$ cat src/stktr_pkg.sv
// Shared types, codes and sizes of the streaming top-K tracker.
package stktr_pkg;

  localparam int MAX_SLOTS = 64;
  localparam int SLOT_W    = $clog2(MAX_SLOTS);
  localparam int CNT_W     = SLOT_W + 1;
  localparam int KEY_W     = 31;
  localparam int ID_W      = 16;
  localparam int SIDE_W    = 16;
  localparam int CFG_W     = 7;

  localparam logic [CFG_W-1:0] K_RESET = CFG_W'(10);

  localparam logic [1:0] KIND_RECORD  = 2'd0;
  localparam logic [1:0] KIND_READOUT = 2'd1;
  localparam logic [1:0] KIND_CLEAR   = 2'd2;

  localparam logic [1:0] OP_INSERT  = 2'd0;
  localparam logic [1:0] OP_READOUT = 2'd1;
  localparam logic [1:0] OP_CLEAR   = 2'd2;

  typedef struct packed {
    logic [1:0]        kind;
    logic [KEY_W-1:0]  rank_key;
    logic [ID_W-1:0]   record_id;
    logic [SIDE_W-1:0] side_count;
    logic              is_deleted;
    logic              is_excluded;
  } in_item_t;

  typedef struct packed {
    logic [KEY_W-1:0]  out_key;
    logic [ID_W-1:0]   out_id;
    logic [SIDE_W-1:0] out_side_count;
    logic              empty_list;
    logic              last_entry;
  } out_item_t;

  typedef struct packed {
    logic [1:0]        op;
    logic [KEY_W-1:0]  key;
    logic [ID_W-1:0]   id;
    logic [SIDE_W-1:0] side;
  } cmd_t;

endpackage

$ cat src/stktr_front.sv
// Front end: accepts requests, drops skipped records, queues table commands.
module stktr_front import stktr_pkg::*; (
  input  logic     clk,
  input  logic     rst,
  input  logic     req_valid,
  output logic     req_ready,
  input  in_item_t req,
  output logic     cmd_valid,
  input  logic     cmd_ready,
  output cmd_t     cmd
);

  cmd_t       q [2];
  logic       wp;
  logic       rp;
  logic [1:0] cnt;
  logic       keep;
  logic       push;
  logic       pop;
  cmd_t       cmd_in;

  always_comb begin
    keep = 1'b0;
    cmd_in.op   = OP_INSERT;
    cmd_in.key  = req.rank_key;
    cmd_in.id   = req.record_id;
    cmd_in.side = req.side_count;
    case (req.kind)
      KIND_RECORD: begin
        keep = !req.is_deleted && !req.is_excluded;
        cmd_in.op = OP_INSERT;
      end
      KIND_READOUT: begin
        keep = 1'b1;
        cmd_in.op = OP_READOUT;
      end
      KIND_CLEAR: begin
        keep = 1'b1;
        cmd_in.op = OP_CLEAR;
      end
      default: keep = 1'b0;
    endcase
  end

  assign req_ready = cnt != 2'd2;
  assign cmd_valid = cnt != 2'd0;
  assign cmd       = q[rp];
  assign push      = req_valid && req_ready && keep;
  assign pop       = cmd_valid && cmd_ready;

  always_ff @(posedge clk) begin
    if (push) begin
      q[wp] <= cmd_in;
    end
  end

  always_ff @(posedge clk) begin
    if (rst) begin
      wp  <= 1'b0;
      rp  <= 1'b0;
      cnt <= 2'd0;
    end else begin
      if (push) begin
        wp <= ~wp;
      end
      if (pop) begin
        rp <= ~rp;
      end
      cnt <= cnt + {1'b0, push} - {1'b0, pop};
    end
  end

endmodule

$ cat config.mk
export PLATFORM = sky130hd
export DESIGN_NAME = stktr_front
export DESIGN_NICKNAME = d
export VERILOG_FILES = /design/src/stktr_pkg.sv /design/src/stktr_front.sv
export SDC_FILE = /design/constraint.sdc
export NUM_CORES = 1
export LEC_CHECK = 0
export BUFFER_PORTS_ARGS = -buffer_cell sky130_fd_sc_hd__buf_2
export CAP_MARGIN = 40
export CORE_AREA = 5 5 161 86
export DETAILED_ROUTE_END_ITERATION = 10
export DIE_AREA = 0 0 166 91
export PLACE_DENSITY = 0.77
export SLEW_MARGIN = 20
export SYNTH_ARGS = -nofsm -noshare
export SYNTH_HDL_FRONTEND = slang
export SYNTH_SLANG_ARGS = --single-unit
$ cat constraint.sdc
create_clock -name clk -period 4.1 [get_ports clk]
set_input_delay 0 -clock clk [delete_from_list [all_inputs] [get_ports clk]]
set_output_delay 0 -clock clk [all_outputs]
set_load 0.005 [all_outputs]
After elaboration in Yosys (flattened, before gate mapping)
Memory sizes are Yosys's and may differ from the RTL's. A register that Yosys moved wholly into a read port is not among the register bits.
Index checks and enable logic that the tools add are counted.

word-level totals
  output and inout port bits = 67
  flip-flop bits (word level) = 4
  memory bits (writable) = 130
  bits of input ports = 71
  logic and storage cells = 26
  memories kept = 1

operators by class
  equality and inequality tests = 3
  bitwise logic cells = 2
  reduce and logical (&&, ||, !) cells = 9
  add/sub/neg operators = 2
  mux-type cells = 6

memory list
  name  words  bits a word  rd ports  clocked after memory_dff  write ports  RTL line           text
  q     2      65           1         1                         1            stktr_front.sv:13  cmd_t q [2];

operator list
  kind                                                 count
  logical AND 1 bit                                    4
  2-to-1 mux 1 bit                                     4
  one-hot mux 2 bit (2 select lines)                   1
  adder 2 x 1 -> 2 bit                                 1
  equality test 2 x 1 -> 1 bit, second input constant  1
  equality test 2 bit, second input constant           1
  zero test 1 bit                                      2
  zero test 2 bit                                      1
  inequality test 2 bit, second input constant         1
  inverter 1 bit                                       2
  one-hot mux 1 bit (2 select lines)                   1
  nonzero test 2 bit                                   1
  OR reduction 2 bit                                   1
  subtractor 2 x 1 -> 2 bit                            1

Longest topological paths before layout
  depth in word-level cells = 6
  gate-level depth with buffers = 10

Least setup slack after synthesis
OpenSTA, ideal clock, no wires.

  path kind = register to register
  start point = reg cnt[0]
  end point = mem q[0][0] (netlist name) (enable)
  slack = 0.203 ns
  data required time = 3.611 ns
  period minus slack after synthesis = 3.897 ns
  cell stages (with the launch flop) = 4
  library setup time = 0.489 ns
  data arrival time = 3.408 ns
  cell sequence = dfxtp_1 nand2b_2 o2111ai_2 nor2_1

on the way
  longest elaborated chain between the ends = 5

RTL lines
  item                                    RTL line           text
  from (decl)                             stktr_front.sv:16  logic [1:0] cnt;
  from (signal assigned)                  stktr_front.sv:69  cnt <= cnt + {1'b0, push} - {1'b0, pop};
  inequality test 2 bit                   stktr_front.sv:45  assign req_ready = cnt != 2'd2;
  named net req_ready                     stktr_front.sv:6   output logic req_ready,
  logical AND 1 bit (2 in series)         stktr_front.sv:48  assign push = req_valid && req_ready && keep;
  2-to-1 mux 1 bit                        stktr_front.sv:52  if (push) begin
  2-to-1 mux 1 bit (not written as such)  stktr_front.sv:53  q[wp] <= cmd_in;
  to (decl)                               stktr_front.sv:13

The timed path passes the listed nets, and every way through them passes these cells.

Worst setup path in the final report
  start point = in req[65] (netlist name)
  end point = mem q[1][26] (netlist name) (enable)

on the way
  longest elaborated chain between the ends = 6
  elaborated cells between the ends (all ways) = 8
  those cells by class = eq/ne: 2; mux: 3; reduce/logical: 3

RTL lines
  item                                                                        RTL line           text
  from (decl)                                                                 stktr_front.sv:7   input in_item_t req,
  equality test 2 bit / equality test 2 x 1 -> 1 bit (equally long branches)  stktr_front.sv:28  case (req.kind)
  OR reduction 2 bit (no line)                                                -
  one-hot mux 1 bit (2 select lines) (*)                                      stktr_front.sv:28
  logical AND 1 bit (*)                                                       stktr_front.sv:48
  2-to-1 mux 1 bit (*)                                                        stktr_front.sv:52
  2-to-1 mux 1 bit (not written as such) (*)                                  stktr_front.sv:53

Mark *: on every way between the ends. The rest lies on a longest branch, timed or not.

==> summary.md <==
| Metric | Value |
|---|---|
| Ranking of synthesized cells by area | `edfxtp_1 78%, mux2_2 15%, dfxtp_1 2.0%` |
| IO Pins | `138` |
| Final ANT Viol Nets | `0` |
| Largest net degree at the start of global routing | `33` |
| Most frequent cell after synthesis | `edfxtp_1` |
| Final cycle utilization of the critical path | `51.65%` |
| Seq/Total Area, Yosys | `79.68%` |
| CTS tree | `done` |
| Slew headroom | `53.62%` |
| Antenna violations before repair | `0` |
| Synth top area share | `77.69%` |
| Ys Warns | `0` |
| Met2 WL | `4909 microns` |
| Max stage delay cell, worst path | `nor2_4` |
| Die area | `15110 sq um` |
| Yosys cell types | `20` |
| Max incr delay on CP | `0.61 ns` |
| Commonest cells post-synth | `130 x edfxtp_1, 65 x mux2_2, 7 x nor2_1, 6 x ha_1` |
| DRC viols | `0` |
| EDFF count, synth | `130` |
| Initial Util | `40.85%` |
| Port buffer count | `137` |
| Row count | `29` |
| Clk sinks | `135` |
| Mapped Nets | `313` |
| Routed met1 length | `4676 microns` |
| CP Data Required Time | `4.20 ns` |
| Worst-margin pin slew | `0.6941 ns` |
| Min Clock Period, post-route | `2.118 ns` |
| RSZ-0062 raised after global routing | `no` |
| Worst Hold Class | `input port to register` |
| Status | `finished clean` |
| First-iteration detailed-routing DRC count | `109` |
| First-pass GRT wire length | `16840 microns` |
| Hold Violations, Final | `0` |
| Core Area | `12300 sq um` |
| Area Growth Syn to Fin | `43.73%` |
| Maximum clock frequency | `472.2 MHz` |
| Arrival time worst endpoint | `2.22 ns` |
| Die span in x | `166 microns` |
| CTS Buffer Depth | `2` |
| Vias per std cell | `4.536` |
| Pwr/cell area | `542.4 nW/um^2` |
| CP Max Fanout | `32` |
| Setup TNS | `0 ns` |
| Pleak | `0.002727 uW` |
| Max_cap viols | `0` |
| Net count, final | `534` |
| Gr ovfl total | `0` |
| Htree depth | `4` |
| Final instance area | `7222 sq um` |
| Detailed Routing Iterations Pass 1 | `4` |
| Setup Crit Path Kind | `input port to register` |
| CP endpoint kind | `register` |
| Worst-path clk slew | `0.06 ns` |
| Fraction of registers with async set/reset | `0%` |
| GP Congestion | `0.7553` |
| Wire length per cell | `16.38 microns` |
| Max Clock Skew | `0.009238 ns` |
| Synth area leader | `edfxtp_1` |
| Uppermost layer routed | `met4` |
| Post-CTS Repair Setup Buffers | `0` |
| Metal3 WL | `803 microns` |
| Final setup viols | `0` |
| Antenna cells | `0` |
| Main synth FF type | `edfxtp_1` |
| #FFs+latches synth | `135` |
| Syn avg cell area | `21.29 sq um` |
| Vias in the first global route | `3198` |
| Final Max Tran Viols | `0` |
| Worst-path cell chain | `dlygate4sd3_1 -> buf_2 -> inv_1 -> ha_1 -> nor3b_2 -> o2111ai_2 -> nor2_4 -> buf_12` |
| Critical Path Start Type | `input port` |
| Layout cells sized above 1 | `52.34%` |
| Worst-skew pair later-pin latency | `0.40 ns` |
| Routed wire length | `10480 microns` |
| Mapped cell area | `5025 sq um` |
| DP HPWL | `6769 microns` |
| CTS Root Cell | `clkbuf_16` |
| GRT Total Usage | `14.34%` |
| Die H | `91 microns` |
| TritonCTS Buffers | `17` |
| Placed cell area | `5993 sq um` |
| Peak VDD IR | `0.0002819 V` |
| Cells after Synth | `236` |
| Vias | `2903` |
-- registers in the layout, indices dropped and copies added (netlist names), named ones only --
name  flops
wp        1
rp        1
q       130
cnt       2
-- power breakdown --
part / switching, uW / internal (uW)
combinational: 346 / 449
clock: 589 / 846
sequential: 53.4 / 1630
-- final timing paths --
check	cells past startpoint	end	start	slack, ns
worst min register to register	2	register	rp	0.51
worst max-delay path	8	q[1][26]	req[65]	1.98
worst min-delay path	4	register	cmd_ready	0.04
worst max register to register	4	q[1][26]	cnt[0]	2.13
-- layout by cell type, fill, tap and decap left out --
| cell | n |
|---|---|
| inv_6 | 5 |
| nand2b_2 | 1 |
| edfxtp_1 | 130 |
| clkinv_1 | 2 |
| xnor2_1 | 1 |
| buf_12 | 3 |
| clkbuf_16 | 17 |
| bufinv_16 | 1 |
| buf_4 | 1 |
| nor2b_1 | 1 |
| nor2_4 | 2 |
| nor2_1 | 5 |
| and2_1 | 1 |
| xor2_1 | 1 |
| dlygate4sd3_1 | 66 |
| ha_1 | 6 |
| mux2_2 | 65 |
| inv_1 | 5 |
| nor3_1 | 1 |
| clkinv_4 | 4 |
| dfxtp_1 | 4 |
| or2_2 | 1 |
| buf_2 | 137 |
| clkinvlp_4 | 2 |
| o2111ai_2 | 1 |
| o21a_1 | 1 |
| buf_16 | 2 |
| inv_8 | 1 |
| nor3b_2 | 1 |
| dfxtp_2 | 1 |
| mux2_4 | 1 |
-- through the flow --
stage	util, %	setup WS, ns	total power [uW]	cells	hold slack [ns]
5_1_grt	58.71	1.840	4099	640	0.04210
4_1_cts	58.71	1.940	3967	640	0.01066
6_report	58.71	1.982	3917	640	0.03506
2_1_floorplan	-	0.2030	2160	236	0.07161
3_5_place_dp	48.72	2.074	2475	542	0.1911
3_3_place_gp	48.11	1.860	2426	539	0.1870
-- worst max-delay path, delay by kind of cell --
kind / cells / cell delay (ns)
adder cells (fa/ha/maj): 1 / 0.14
AND/OR/NAND/NOR: 2 / 0.78
AO/OA/AOI/OAI: 1 / 0.24
buffers and inverters: 4 / 1.06
-- routing by layer --
metal / vias to the layer above / global-route usage (%)
li1: 1370 / -
met1: 1418 / 17.75
met2: 105 / 22.90
met3: 10 / 6.291
met4: 0 / 4.736
met5: - / 0
-- kinds of logic after synthesis --
group           share of synthesized area, %
fa+ha+maj                              1.494
mux                                    14.87
buf+inv                                1.743
compound gates                        0.4482
flops                                  79.68
xor+xnor                              0.3487
simple gates                           1.420
-- layout make-up --
| cell class | count | area, sq um |
|---|---|---|
| Clock buffer | 17 | 425.4 |
| Clock inverter | 15 | 142.6 |
| Fill cell | 930 | 5079 |
| Inverter | 5 | 18.77 |
| Multi-Input combinational cell | 89 | 948.4 |
| Sequential cell | 135 | 4005 |
| Tap cell | 170 | 212.7 |
| Timing Repair Buffer | 209 | 1469 |
-- timing repair --
action,4_1_cts,5_1_grt
resized for setup,0,0
hold buffers,66,0
hold endpoints to repair,135,0
(Power assumes the default switching activity.)
