===== src/stktr_pkg.sv =====
// Shared types, codes and sizes of the streaming top-K tracker.
package stktr_pkg;

  localparam int MAX_SLOTS = 64;
  localparam int SLOT_W    = $clog2(MAX_SLOTS);
  localparam int CNT_W     = SLOT_W + 1;
  localparam int KEY_W     = 31;
  localparam int ID_W      = 16;
  localparam int SIDE_W    = 16;
  localparam int CFG_W     = 7;

  localparam logic [CFG_W-1:0] K_RESET = CFG_W'(10);

  localparam logic [1:0] KIND_RECORD  = 2'd0;
  localparam logic [1:0] KIND_READOUT = 2'd1;
  localparam logic [1:0] KIND_CLEAR   = 2'd2;

  localparam logic [1:0] OP_INSERT  = 2'd0;
  localparam logic [1:0] OP_READOUT = 2'd1;
  localparam logic [1:0] OP_CLEAR   = 2'd2;

  typedef struct packed {
    logic [1:0]        kind;
    logic [KEY_W-1:0]  rank_key;
    logic [ID_W-1:0]   record_id;
    logic [SIDE_W-1:0] side_count;
    logic              is_deleted;
    logic              is_excluded;
  } in_item_t;

  typedef struct packed {
    logic [KEY_W-1:0]  out_key;
    logic [ID_W-1:0]   out_id;
    logic [SIDE_W-1:0] out_side_count;
    logic              empty_list;
    logic              last_entry;
  } out_item_t;

  typedef struct packed {
    logic [1:0]        op;
    logic [KEY_W-1:0]  key;
    logic [ID_W-1:0]   id;
    logic [SIDE_W-1:0] side;
  } cmd_t;

endpackage


===== src/stktr_back.sv =====
// Back end: slot memory, minimum scan for inserts, ranked readout passes.
module stktr_back import stktr_pkg::*; (
  input  logic             clk,
  input  logic             rst,
  input  logic [CNT_W-1:0] k,
  input  logic             cmd_valid,
  output logic             cmd_ready,
  input  cmd_t             cmd,
  output logic             rsp_valid,
  input  logic             rsp_ready,
  output out_item_t        rsp
);

  localparam logic [1:0] S_IDLE = 2'd0;
  localparam logic [1:0] S_INS  = 2'd1;
  localparam logic [1:0] S_RD   = 2'd2;

  typedef struct packed {
    logic [KEY_W-1:0]  key;
    logic [ID_W-1:0]   id;
    logic [SIDE_W-1:0] side;
  } slot_t;

  slot_t              mem [MAX_SLOTS];
  logic [MAX_SLOTS-1:0] valid;
  slot_t              rd_data;
  logic               rd_vld;
  logic [SLOT_W-1:0]  rd_addr;
  logic               wr_en;
  logic [SLOT_W-1:0]  wr_addr;
  slot_t              wr_data;
  logic               clr;

  logic [1:0]         state;
  logic [CNT_W-1:0]   cnt;
  logic               proc_vld;
  logic [SLOT_W-1:0]  proc_idx;
  slot_t              new_item;

  logic [KEY_W-1:0]   least;
  logic [SLOT_W-1:0]  which;

  logic               best_found;
  slot_t              best;
  logic [SLOT_W-1:0]  best_idx;
  logic               have_pend;
  slot_t              pend;
  logic [SLOT_W-1:0]  pend_idx;

  logic [KEY_W-1:0]   elem_key;
  logic               scan_end;
  logic               rsp_free;
  logic               cand;

  assign rd_addr   = cnt[SLOT_W-1:0];
  assign elem_key  = rd_vld ? rd_data.key : '0;
  assign scan_end  = (cnt == k) && !proc_vld;
  assign rsp_free  = !rsp_valid || rsp_ready;
  assign cmd_ready = state == S_IDLE;
  assign cand      = (elem_key != '0) &&
                     (!have_pend || (elem_key < pend.key) ||
                      ((elem_key == pend.key) && (proc_idx > pend_idx)));

  assign wr_en   = (state == S_INS) && scan_end && (new_item.key > least);
  assign wr_addr = which;
  assign wr_data = new_item;
  assign clr     = cmd_valid && cmd_ready && (cmd.op == OP_CLEAR);

  always_ff @(posedge clk) begin
    if (wr_en) begin
      mem[wr_addr] <= wr_data;
    end
    rd_data <= mem[rd_addr];
    rd_vld  <= valid[rd_addr];
  end

  always_ff @(posedge clk) begin
    if (rst || clr) begin
      valid <= '0;
    end else if (wr_en) begin
      valid[wr_addr] <= 1'b1;
    end
  end

  always_ff @(posedge clk) begin
    if (state != S_IDLE) begin
      if (cnt < k) begin
        cnt <= cnt + CNT_W'(1);
      end
      proc_idx <= cnt[SLOT_W-1:0];
    end
    if (cmd_valid && cmd_ready) begin
      new_item.key  <= cmd.key;
      new_item.id   <= cmd.id;
      new_item.side <= cmd.side;
    end
    if ((state == S_INS) && proc_vld) begin
      if ((proc_idx == '0) || (elem_key < least)) begin
        least <= elem_key;
        which <= proc_idx;
      end
    end
    if ((state == S_RD) && proc_vld && cand) begin
      if (!best_found || (elem_key > best.key)) begin
        best.key  <= elem_key;
        best.id   <= rd_data.id;
        best.side <= rd_data.side;
        best_idx  <= proc_idx;
      end
    end
    if ((state == S_RD) && scan_end && rsp_free && best_found) begin
      pend     <= best;
      pend_idx <= best_idx;
      cnt      <= '0;
    end
    if (state == S_IDLE) begin
      cnt <= '0;
    end
    if (rsp_free && (state == S_RD) && scan_end) begin
      rsp.out_key        <= have_pend ? pend.key : '0;
      rsp.out_id         <= have_pend ? pend.id : '0;
      rsp.out_side_count <= have_pend ? pend.side : '0;
      rsp.empty_list     <= !have_pend;
      rsp.last_entry     <= !best_found;
    end
  end

  always_ff @(posedge clk) begin
    if (rst) begin
      state      <= S_IDLE;
      proc_vld   <= 1'b0;
      best_found <= 1'b0;
      have_pend  <= 1'b0;
      rsp_valid  <= 1'b0;
    end else begin
      if (rsp_valid && rsp_ready) begin
        rsp_valid <= 1'b0;
      end
      proc_vld <= (state != S_IDLE) && (cnt < k);
      case (state)
        S_IDLE: begin
          proc_vld   <= 1'b0;
          best_found <= 1'b0;
          have_pend  <= 1'b0;
          if (cmd_valid) begin
            case (cmd.op)
              OP_INSERT:  state <= S_INS;
              OP_READOUT: state <= S_RD;
              default:    state <= S_IDLE;
            endcase
          end
        end
        S_INS: begin
          if (scan_end) begin
            state <= S_IDLE;
          end
        end
        S_RD: begin
          if (proc_vld && cand) begin
            best_found <= 1'b1;
          end
          if (scan_end && rsp_free) begin
            best_found <= 1'b0;
            proc_vld   <= 1'b0;
            if (best_found) begin
              have_pend <= 1'b1;
              if (have_pend) begin
                rsp_valid <= 1'b1;
              end
            end else begin
              rsp_valid <= 1'b1;
              have_pend <= 1'b0;
              state     <= S_IDLE;
            end
          end
        end
        default: state <= S_IDLE;
      endcase
    end
  end

endmodule


===== config.mk =====
export PLATFORM = sky130hd
export DESIGN_NAME = stktr_back
export DESIGN_NICKNAME = d
export VERILOG_FILES = /design/src/stktr_pkg.sv /design/src/stktr_back.sv
export SDC_FILE = /design/constraint.sdc
export NUM_CORES = 2
export LEC_CHECK = 0
export BUFFER_PORTS_ARGS = -buffer_cell sky130_fd_sc_hd__buf_2
export CORE_UTILIZATION = 50
export CTS_BUF_LIST = sky130_fd_sc_hd__clkbuf_4 sky130_fd_sc_hd__clkbuf_8
export CTS_CLUSTER_SIZE = 14
export DETAILED_ROUTE_END_ITERATION = 12
export PLACE_DENSITY = 0.65
export SLEW_MARGIN = 15
export SYNTH_ARGS = -nofsm -noshare
export SYNTH_HDL_FRONTEND = slang
export SYNTH_SLANG_ARGS = --single-unit

===== constraint.sdc =====
create_clock -name clk -period 10 [get_ports clk]
set_clock_uncertainty 0.1 [all_clocks]
set_input_delay 0.5 -clock clk [delete_from_list [all_inputs] [get_ports clk]]
set_output_delay 0.5 -clock clk [all_outputs]
set_load 0.01 [all_outputs]

After elaboration in Yosys (flattened, before gate mapping)
Memories as Yosys holds them, arrays and structs flattened. A register that Yosys moved wholly into a read port is not among the register bits.
Index checks and enable logic that the tools add are counted.
{ "classes": {"addsub": 1, "n_mul": 0, "n_div": 0, "order_cmp": 9, "eq_ne": 11, "shifts": 0, "mux": 26, "bitwise_logic": 1, "reduce_logical": 43} }
{ "ops": {"columns": ["cell", "n"], "rows": [
  ["$or A64 B64 Y64", 1],
  ["$gt A31 B31 Y1", 2],
  ["$lt A31 B31 Y1", 2],
  ["$eq A31 B31 Y1", 1],
  ["$mux W31", 1],
  ["$reduce_bool A31 Y1", 1],
  ["$logic_and A1 B1 Y1", 20],
  ["$lt A6 B7 Y1 const B", 2],
  ["$mux W1", 14],
  ["$reduce_and A2 Y1", 5],
  ["$mux W2", 4],
  ["$add A7 B1 Y7 const B", 1],
  ["$eq A7 B7 Y1", 1],
  ["$lt A7 B7 Y1", 1],
  ["$bmux W1 S6", 1],
  ["$demux W1 S6", 1],
  ["$ge A6 B1 Y1 const B", 1],
  ["$gt A6 B6 Y1", 1],
  ["$logic_not A6 Y1", 1],
  ["$logic_or A1 B1 Y1", 6],
  ["$ne A2 B2 Y1 const B", 3],
  ["$pmux W1 S2", 3],
  ["$pmux W2 S3", 1],
  ["$eq A2 B1 Y1 const B", 2],
  ["other kinds (9)", 15]
]} }
{ "totals": {"register_bits": 387, "latch_bits": 0, "ram_bits": 4032, "mem_bits_ro": 0, "inputBits": 76, "out_inout_bits": 67, "elab_cells": 119, "memories": 1} }
{ "mem_list": {"columns": ["memory", "depth", "width", "read_ports", "rd_ports_with_merged_regs", "wr", "line", "rtl"], "rows": [
  ["mem", 64, 63, 1, 1, 1, "stktr_back.sv:24", "slot_t mem [MAX_SLOTS];"]
]} }

Logic depth before layout (Yosys ltp)
{ "logic_depth": {"word_depth": 9, "mapped_depth": 12, "mapped_depth_nobuf": 9} }

Worst setup path after synthesis
Ideal clock, no wire load.
{ "synth_timing": {"path_type": "reg-to-reg", "start": "register cnt[0]", "end": "register pend[0] (netlist bit), enable pin", "setup_ns": 0.423, "arrival_time_ns": 8.087, "required_time_ns": 9.477, "slack_ns": 1.390, "stages_incl_launch_ff": 10, "path_buffers": 3, "synth_period_minus_slack_ns": 8.610, "path_cell_list": "dfxtp_1 -> buf_2 -> buf_2 -> buf_2 -> inv_1 -> ha_1 -> nand3_1 -> nor3_1 -> nand2_1 -> inv_1"} }
{ "synth_between": {"elab_chain_len": 5} }
{ "synth_lines": {"columns": ["item", "line", "rtl"], "rows": [
  ["start, declared", "stktr_back.sv:35", "logic [CNT_W-1:0] cnt;"],
  ["start signal, assigned", "stktr_back.sv:88", "cnt <= cnt + CNT_W'(1);"],
  ["$eq A7 B7 Y1", "stktr_back.sv:57", "assign scan_end = (cnt == k) && !proc_vld;"],
  ["$logic_and A1 B1 Y1", "stktr_back.sv:57", null],
  ["$logic_and A1 B1 Y1 (3 in series)", "stktr_back.sv:111", "if ((state == S_RD) && scan_end && rsp_free && best_found) begin"],
  ["end signal, assigned", "stktr_back.sv:112", "pend <= best;"],
  ["end, declared", "stktr_back.sv:47", "slot_t pend;"]
]} }
No other way between the ends.
A chain may end at the register's enable or synchronous reset.

Worst setup path after layout
{ "layout_timing": {"start": "register cnt[1]", "end": "memory mem[27][54] (netlist bit), enable pin"} }
{ "layout_between": {"elab_chain_len": 6} }
{ "layout_lines": {"columns": ["item", "line", "rtl"], "rows": [
  ["$eq A7 B7 Y1", "stktr_back.sv:57", null],
  ["$logic_and A1 B1 Y1", "stktr_back.sv:57", null],
  ["$logic_and A1 B1 Y1 (2 in series)", "stktr_back.sv:64", "assign wr_en = (state == S_INS) && scan_end && (new_item.key > least);"],
  ["$mux W1", "stktr_back.sv:70", "if (wr_en) begin"],
  ["$mux W1 (implied by the code)", "stktr_back.sv:71", "mem[wr_addr] <= wr_data;"],
  ["end, declared", "stktr_back.sv:24", null]
]} }
No other way between the ends.

==> metrics.cfg <==
[route]
dr.pass1.iters=7
wl_per_cell_um=34.5
routed_via_density=6.33
postRouteAntennaNets=0
route.vias.total=83600
wl_um=455000
dr.first_iter.drc_count=11700
post-route-drc-count=0

[final_layout]
final_cell_mix=edfxtp_1, mux4_2, clkbuf_8
stdcell_area_um2=194000
final_common_cell=edfxtp_1
fillers=24700
area_delta_synth_final_pct=13.6
multi_input_area_um2=35900
finalNetCount=8292
drive_gt1_frac=0.338
stdcell_count=13200
seq_area_um2=133000

[timing]
worst_pin_slew_ps=1260
finalHoldWorstSlack_ps=132
setup_violations=0
finalCriticalPeriod_ps=5950
fmax_mhz=168
rsz0062_at_grt=no
final-hold-violation-count=0
maxSlewHeadroom=0.163
post-route-period-util=0.595
slew_viol_final=0
setup-tns-final_ps=0

[min_path]
min_to=new_item[52]$_DFFE_PP_
worstHoldStart=cmd[52]
hold-path-cell-count=2
worstHoldPathType=in -> reg

[floorplanning]
die_h_um=586
fp-row-count=214
ios=143
die_x_um=586
initial_utilization=0.502
fp.dieArea_um2=343000
core_um2=340000

[critical_path]
rrSetupSlack_ps=4050
rr_endpoint=mem[27][54]$_DFFE_PP_
cp_slowest_cell=nor2_4
cp.arrival_ps=6640
cp_data_required_time_ps=10690
worstSetupPathType=reg -> reg
slowest_delay_ps=980
crit_path_cell_trace=ha_1 > and4b_1 > and4_1 > o31ai_4 > a211oi_1 > o21ai_2 > nor2_4 > buf_4
end_kind=flip-flop
cp_max_fo=47
critPathLaunchType=flip-flop
ff2ff_path_depth=8
r2r-start=cnt[1]$_SDFFE_PP0P_

[synth]
ys_seq_area_frac=0.781
synth_area_um2=170000
synth_ff_type=edfxtp_1
synth_nets=7400
avgSynthCellArea_um2=23.7
ys_ff_latch=4482
synth_edf_count=4341
synthDistinctLibCells=71
async_reset_ff_frac=0
yosys_warnings=0
synth_cells=7202

[global_route]
grt_max_degree=136
grt_pass1_wl_um=634000
antenna_found_initial=17
grt_overflow=0
grt_pass1_vias=83700
grt_util_all_layers=0.265

[place]
io_buffers=142
dp_hpwl_um=242000
gp_congestion=0.827
dp_cells=11800
placed_area_um2=178000

[clock_tree]
clk_latency_ps=1250
clk_pin_slew_ps=70
cts_tree=built
clock_path_buffers=4
clock-sinks=4482
ctsRootBufferMaster=clkbuf_8
post-cts-setup-buffer-count=0
cts_hold_buffers=141
ctsHtreeMaxLevel=6
post_cts_resized=0
cts_buffers=699

[power]
power.density_nw_per_um2=193
p_leak_uw=0.0606
total_power_uw=37300
vdd_ir_drop_max_uv=132

[flow_run]
drv_cap=0

[status]
status=finished clean

## cells in the mapped netlist, drive strengths merged, types with 5 or more instances
cell        n  area share
inv       119      0.0026
a21boi      8     0.00035
or4         5     0.00024
o21ai      88      0.0026
mux4     1280        0.17
and4        7     0.00036
a22oi     133      0.0060
nor2      123      0.0027
buf       158      0.0046
xnor2       5     0.00026
a2111oi     5     0.00048
o41ai       9     0.00051
nand4      20     0.00077
and3        7     0.00026
nand3      21     0.00062
nor4        7     0.00026
dfxtp     141       0.017
ha        122      0.0090
edfxtp   4341        0.76
clkbuf    188      0.0041
o211ai      5     0.00022
maj3        5     0.00029
nor2b      12     0.00044
a21oi      38      0.0011
and2       69      0.0025
and3b       6     0.00031
nand2b     12     0.00044
a21o       19     0.00084
a211oi     11     0.00048
nand2     163      0.0036
nor3       19     0.00056
## through the flow
stage,setup WS [ps],util
after floorplan,1390,-
after global placement,4240,0.524
after detailed placement,4130,0.524
after CTS,4030,0.570
after global routing,3800,0.570
final,4050,0.570
## layout make-up
| cell class | count | area share |
|---|---|---|
| diodes | 8 | 0.000103 |
| multi-input cells | 2255 | 0.185 |
| clock inverters | 253 | 0.00926 |
| well taps | 4536 | 0.0293 |
| flip-flops and latches | 4482 | 0.688 |
| repair buffers | 537 | 0.0220 |
| inverters | 119 | 0.00235 |
| clock buffers | 1008 | 0.0635 |
## flip-flops by register name (all words and copies together) (netlist names), 2 cells and up
name / flops
mem: 4032
rsp: 65
valid: 64
best: 63
new_item: 63
pend: 63
rd_data: 63
least: 31
cnt: 7
best_idx: 6
pend_idx: 6
proc_idx: 6
which: 6
state: 2
## critical path, delay by kind of cell (launching register included)
family	cells	cell delay, ps
AND/OR/NAND/NOR	3	1720
buffers and inverters	1	850
AO/OA/AOI/OAI	3	1590
flip-flops	1	880
adder cells (fa/ha/maj)	1	250
## how the worst max path moves through the flow
stage / start / endpoint / slack, ps / depth (start not counted)
floorplan: cnt[0]$_SDFFE_PP0P_ / pend[0]$_DFFE_PP_ / 1390 / 9
global placement: cnt[0]$_SDFFE_PP0P_ / mem[47][27]$_DFFE_PP_ / 4240 / 9
detailed placement: cnt[0]$_SDFFE_PP0P_ / mem[27][47]$_DFFE_PP_ / 4130 / 8
CTS: cnt[0]$_SDFFE_PP0P_ / mem[27][54]$_DFFE_PP_ / 4030 / 8
global route: cnt[0]$_SDFFE_PP0P_ / mem[47][31]$_DFFE_PP_ / 3800 / 9
finish: cnt[1]$_SDFFE_PP0P_ / mem[27][54]$_DFFE_PP_ / 4050 / 8
## report_power, final
group | switching (uW) | internal (uW) | total, uW | leakage [uW]
combinational | 647 | 428 | 1070 | 0.0131
clock | 7230 | 8290 | 15500 | 0.00748
sequential | 34.0 | 20700 | 20700 | 0.0400
total | 7920 | 29400 | 37300 | 0.0606
## metal layers
metal | wire length (um) | vias to the layer above | track usage
met5 | 13 | - | 0
met4 | 12000 | 2 | 0.0723
met3 | 48600 | 705 | 0.0563
met2 | 216000 | 4935 | 0.415
met1 | 178000 | 45200 | 0.381
li1 | - | 32700 | -
## cell families (layout without fill, tap and decap cells)
family,count (synthesis),in the layout,synth area share
DFF,4482,4482,0.781
muxes,1280,1280,0.169
and+or+nand+nor,483,483,0.0136
buffers and inverters,465,1917,0.0113
AOI/OAI and AO/OA,356,356,0.0148
adders and majority gates,127,127,0.00925
xor gates and xnor gates,9,9,0.000462
other,0,8,0
(Power assumes the default switching activity.)
